==> config.mk <==
export PLATFORM = sky130hd
export DESIGN_NAME = prt_ram
export DESIGN_NICKNAME = d
export VERILOG_FILES = /design/src/rtl/prt_ram.sv
export SDC_FILE = /design/constraint.sdc
export NUM_CORES = 2
export LEC_CHECK = 0
export BUFFER_PORTS_ARGS = -buffer_cell sky130_fd_sc_hd__buf_2
export CAP_MARGIN = 20
export CORE_ASPECT_RATIO = 1.75
export CORE_MARGIN = 3
export CORE_UTILIZATION = 55
export DETAILED_ROUTE_END_ITERATION = 10
export PLACE_DENSITY = 0.71
export SYNTH_ARGS = -nofsm -noshare
export SYNTH_HDL_FRONTEND = slang
export SYNTH_SLANG_ARGS = --single-unit
==> constraint.sdc <==
create_clock -name clk -period 5.85 [get_ports clk]
set_clock_uncertainty 0.05 [all_clocks]
set_input_delay 1.17 -clock clk [delete_from_list [all_inputs] [get_ports clk]]
set_output_delay 1.17 -clock clk [all_outputs]
set_load 0.1 [all_outputs]
==> src/rtl/prt_ram.sv <==
// Generic simple dual-port RAM with one write port and one registered read port.
// Width and depth are parameters; no package dependency.
module prt_ram #(
    parameter int WIDTH = 32,
    parameter int DEPTH = 64
) (
    input  logic                                          clk,
    input  logic                                          we,
    input  logic [((DEPTH > 1) ? $clog2(DEPTH) : 1)-1:0]  waddr,
    input  logic [WIDTH-1:0]                              wdata,
    input  logic [((DEPTH > 1) ? $clog2(DEPTH) : 1)-1:0]  raddr,
    output logic [WIDTH-1:0]                              rdata
);

    logic [WIDTH-1:0] mem [DEPTH];

    // Write and registered read share one clock edge.
    always_ff @(posedge clk)
    begin
        if (we)
        begin
            mem[waddr] <= wdata;
        end
        rdata <= mem[raddr];
    end

endmodule

# == Word-level counts from Yosys, hierarchy flattened ==
# Memory sizes are Yosys's and may differ from the RTL's. A register that Yosys moved wholly into a read port is not among the register bits.
# Index checks and enable logic that the tools add are counted.
# word_totals
ramBits,2048
out_inout_bits,32
elab_cells,3
inputBits,46
regBits,0
mem_count,1
# memory_table
memory,depth,word_bits,read_ports,rd_ports_with_merged_regs,write_ports,line_no,text
mem,64,32,1,1,1,15,logic [WIDTH-1:0] mem [DEPTH];
# op_classes
n_mux,2
# ops
cell,count
$mux 1,2

# == Longest topological paths before layout ==
# logic_depth
depth_word,2
depth_mapped,10
mapped_depth_nobuf,5

# == Least setup slack after synthesis ==
# Ideal clock, no wire load.
# synth_timing
path_type,input to register
start,input waddr[3] (netlist name)
end,"memory mem[48][0], enable pin"
arrival_time_ps,3869
required_ps,5339
setup_slack_ps,1470
path_stages,4
setup_ps,461
path_buffers,1
path_cell_list,clkbuf_1 -> nor2b_1 -> nand4b_1 -> nor3_1
# synth_rtl
item,line_no,text
start: declaration,9,"input logic [((DEPTH > 1) ? $clog2(DEPTH) : 1)-1:0] waddr,"
end: declaration,15,
# Straight into the memory's write port.

==> results.yml <==
outcome:
  status: "completed"
clock_tree:
  ctsResizeCount: 0
  cts_inserted_buffers: 171
  clock_latency_ns: 0.78
  cts_setup_buffers: 0
  clock_sinks: 2080
  cts-root-buf: "clkbuf_16"
  cts_tree: "yes"
  htreeDepth: 4
  clockBufferDepth: 3
  clkTransAtPathRegs_ns: 0.07
  cts_hold_buf: 0
floorplan:
  num_rows: 182
  start_util_pct: 55.6
  core_um2: 141000
  fp.dieW_um: 292
  die_h_um: 506
  die-area_um2: 148000
  design.portCount: 78
placement:
  placed_cells: 5199
  dp_hpwl_um: 113000
  numPortBuffers: 77
  gp_congestion: 0.801
  dpl_worst_slack_ns: 0.875
finish:
  synthToLayoutAreaGrowth_pct: 12.4
  drive_gt1_share_pct: 30.1
  fillers: 9163
  nNetsFinal: 3595
  layout_common_cells: "edfxtp_1, mux4_2, clkbuf_16, buf_4, mux2i_1"
  fin_cells: 5536
  final_common_cell: "edfxtp_1"
pwr:
  p_per_area_nw_per_um2: 340
  seqPwrFrac_pct: 55.2
  clkPwrFrac_pct: 39.1
  p_sw_uw: 6360
  combPwrFrac_pct: 5.8
  p_leak_uw: 0.0275
  finalPower_uw: 30000
  p_int_uw: 23700
  max-vdd-ir-drop_uv: 311
  p_sw_share_pct: 21.2
detailed_routing:
  wl_um: 197000
  first_iter_violations: 4872
  via_per_inst: 6.74
  vias: 37300
  drc_errors: 0
  wire_per_inst_um: 35.6
  ant_nets: 0
  dr.pass1.iters: 5
critical_path:
  criticalPathCategory: "input port to register"
  critical-path-top-delay-family: "buffers and inverters"
  critPathMaxFanout: 65
  endpoint_kind: "register"
  start_kind: "input port"
  slowest_stage: "a21oi_1"
  arrival_ns: 4.69
  required_ns: 6.40
  crit_chain: "buf_8, buf_4, buf_4, mux4_2, o221ai_1, a21oi_1, a21oi_1, nor2_1"
  max_stage_delay_ns: 0.89
  cp_num_buf_inv: 3
hold_path:
  hp-class: "input port to register"
timing:
  worst_slack_ns: 1.71
  max_slew_margin_pct: 27.2
  fmax_mhz: 242
  final.setup.tns_ns: 0
  worst_slew_pin_slew_ns: 1.09
  hold_viol_final: 0
  rsz0062_at_grt: "false"
  setup_violations: 0
  maxSlewViolCount: 0
  fin_crit_sh_pct: 70.7
  fin_crit_ns: 4.14
  holdWs_ns: 0.643
synthesis:
  synth.avg_cell_area_um2: 23.6
  yosys_warnings: 0
  synth_area_um2: 78500
  seq_area_frac_synth_pct: 79.1
  async_reset_ff_share_pct: 0
  synth_edf_count: 2048
  synthCells: 3324
  synth_top_flop_cell: "edfxtp_1"
  synth.distinct_cells: 34
  synth_seq_cells: 2080
  synth_nets: 3370
global_route:
  grt_pass1_vias: 38600
  grt_max_degree: 76
  grt_use_total_pct: 27.2
  antenna_found_initial: 13
  grt_overflow: 0
  grt_pass1_wl_um: 283000
job:
  cap_viol_max_count: 0
-- final timing paths --
check | from | to | slack [ns] | cells after the start
max | raddr[0] | rdata[13]$_DFF_P_ | 1.71 | 8
max reg2reg | mem[51][5]$_DFFE_PP_ | rdata[5]$_DFF_P_ | 3.26 | 4
min reg2reg | mem[28][17]$_DFFE_PP_ | rdata[17]$_DFF_P_ | 0.74 | 4
min | wdata[10] | mem[13][10]$_DFFE_PP_ | 0.64 | 1
-- Yosys cell counts (5+ instances only) --
cell	instances	area share, %
nand3_1	5	0.032
nand3b_1	5	0.048
buf_6	5	0.072
buf_4	25	0.24
dfxtp_1	32	0.82
mux2i_1	93	1.2
o22ai_1	84	0.67
a21oi_1	62	0.40
o221ai_1	27	0.30
a311oi_1	8	0.089
a22oi_1	12	0.11
edfxtp_1	2048	78
nand2_1	26	0.12
nor2_1	137	0.65
nand2b_1	8	0.064
buf_1	21	0.10
buf_2	57	0.36
clkbuf_1	74	0.35
nor3_1	7	0.045
nor2b_1	15	0.12
mux4_2	544	16
-- power by group through the flow --
stage          combinational, µW  clock (µW)  sequential [µW]
2_1_floorplan                802           0            17100
3_3_place_gp                1700           0            16900
3_5_place_dp                1730           0            16900
4_1_cts                     1730       11900            16600
5_1_grt                     1820       12400            16600
6_report                    1740       11700            16600
-- logic make-up after synthesis --
group | synth area share (%)
flip-flops | 79.1
multiplexers | 16.8
AND/OR/NAND/NOR | 1.27
AO/OA/AOI/OAI | 1.67
buffers and inverters | 1.13
-- area by class of cell --
cell class                 count  area, µm²  share of cell area, %
sequential                  2080      62100                   70.4
timing repair buffer         234       2060                   2.34
clock inverter                88        890                   1.01
antenna                        5       12.5                 0.0142
multi-input combinational   1062      16000                   18.1
tap                         1840       2300                   2.61
clock buffer                 227       4850                   5.50
-- per-layer routing --
metal	vias up	share of wire, %	global-route usage [%]	wire, µm
li1	14700	-	-	-
met1	20000	34	35.1	67600
met2	2140	52	46.5	103000
met3	436	8.4	4.23	16600
met4	12	5.0	12.0	9770
met5	-	0.040	0	78
-- metrics by stage --
stage                     area (µm²)  utilization [%]
after floorplan                78500                -
after global placement         82100             58.1
after detailed placement       82100             58.2
after CTS                      87900             62.2
after global routing           88200             62.5
final                          88200             62.5
-- registers in the layout, indices dropped and copies added, names as in the netlist --
register / flops
rdata: 32
mem: 2048
(Power assumes the default switching activity.)
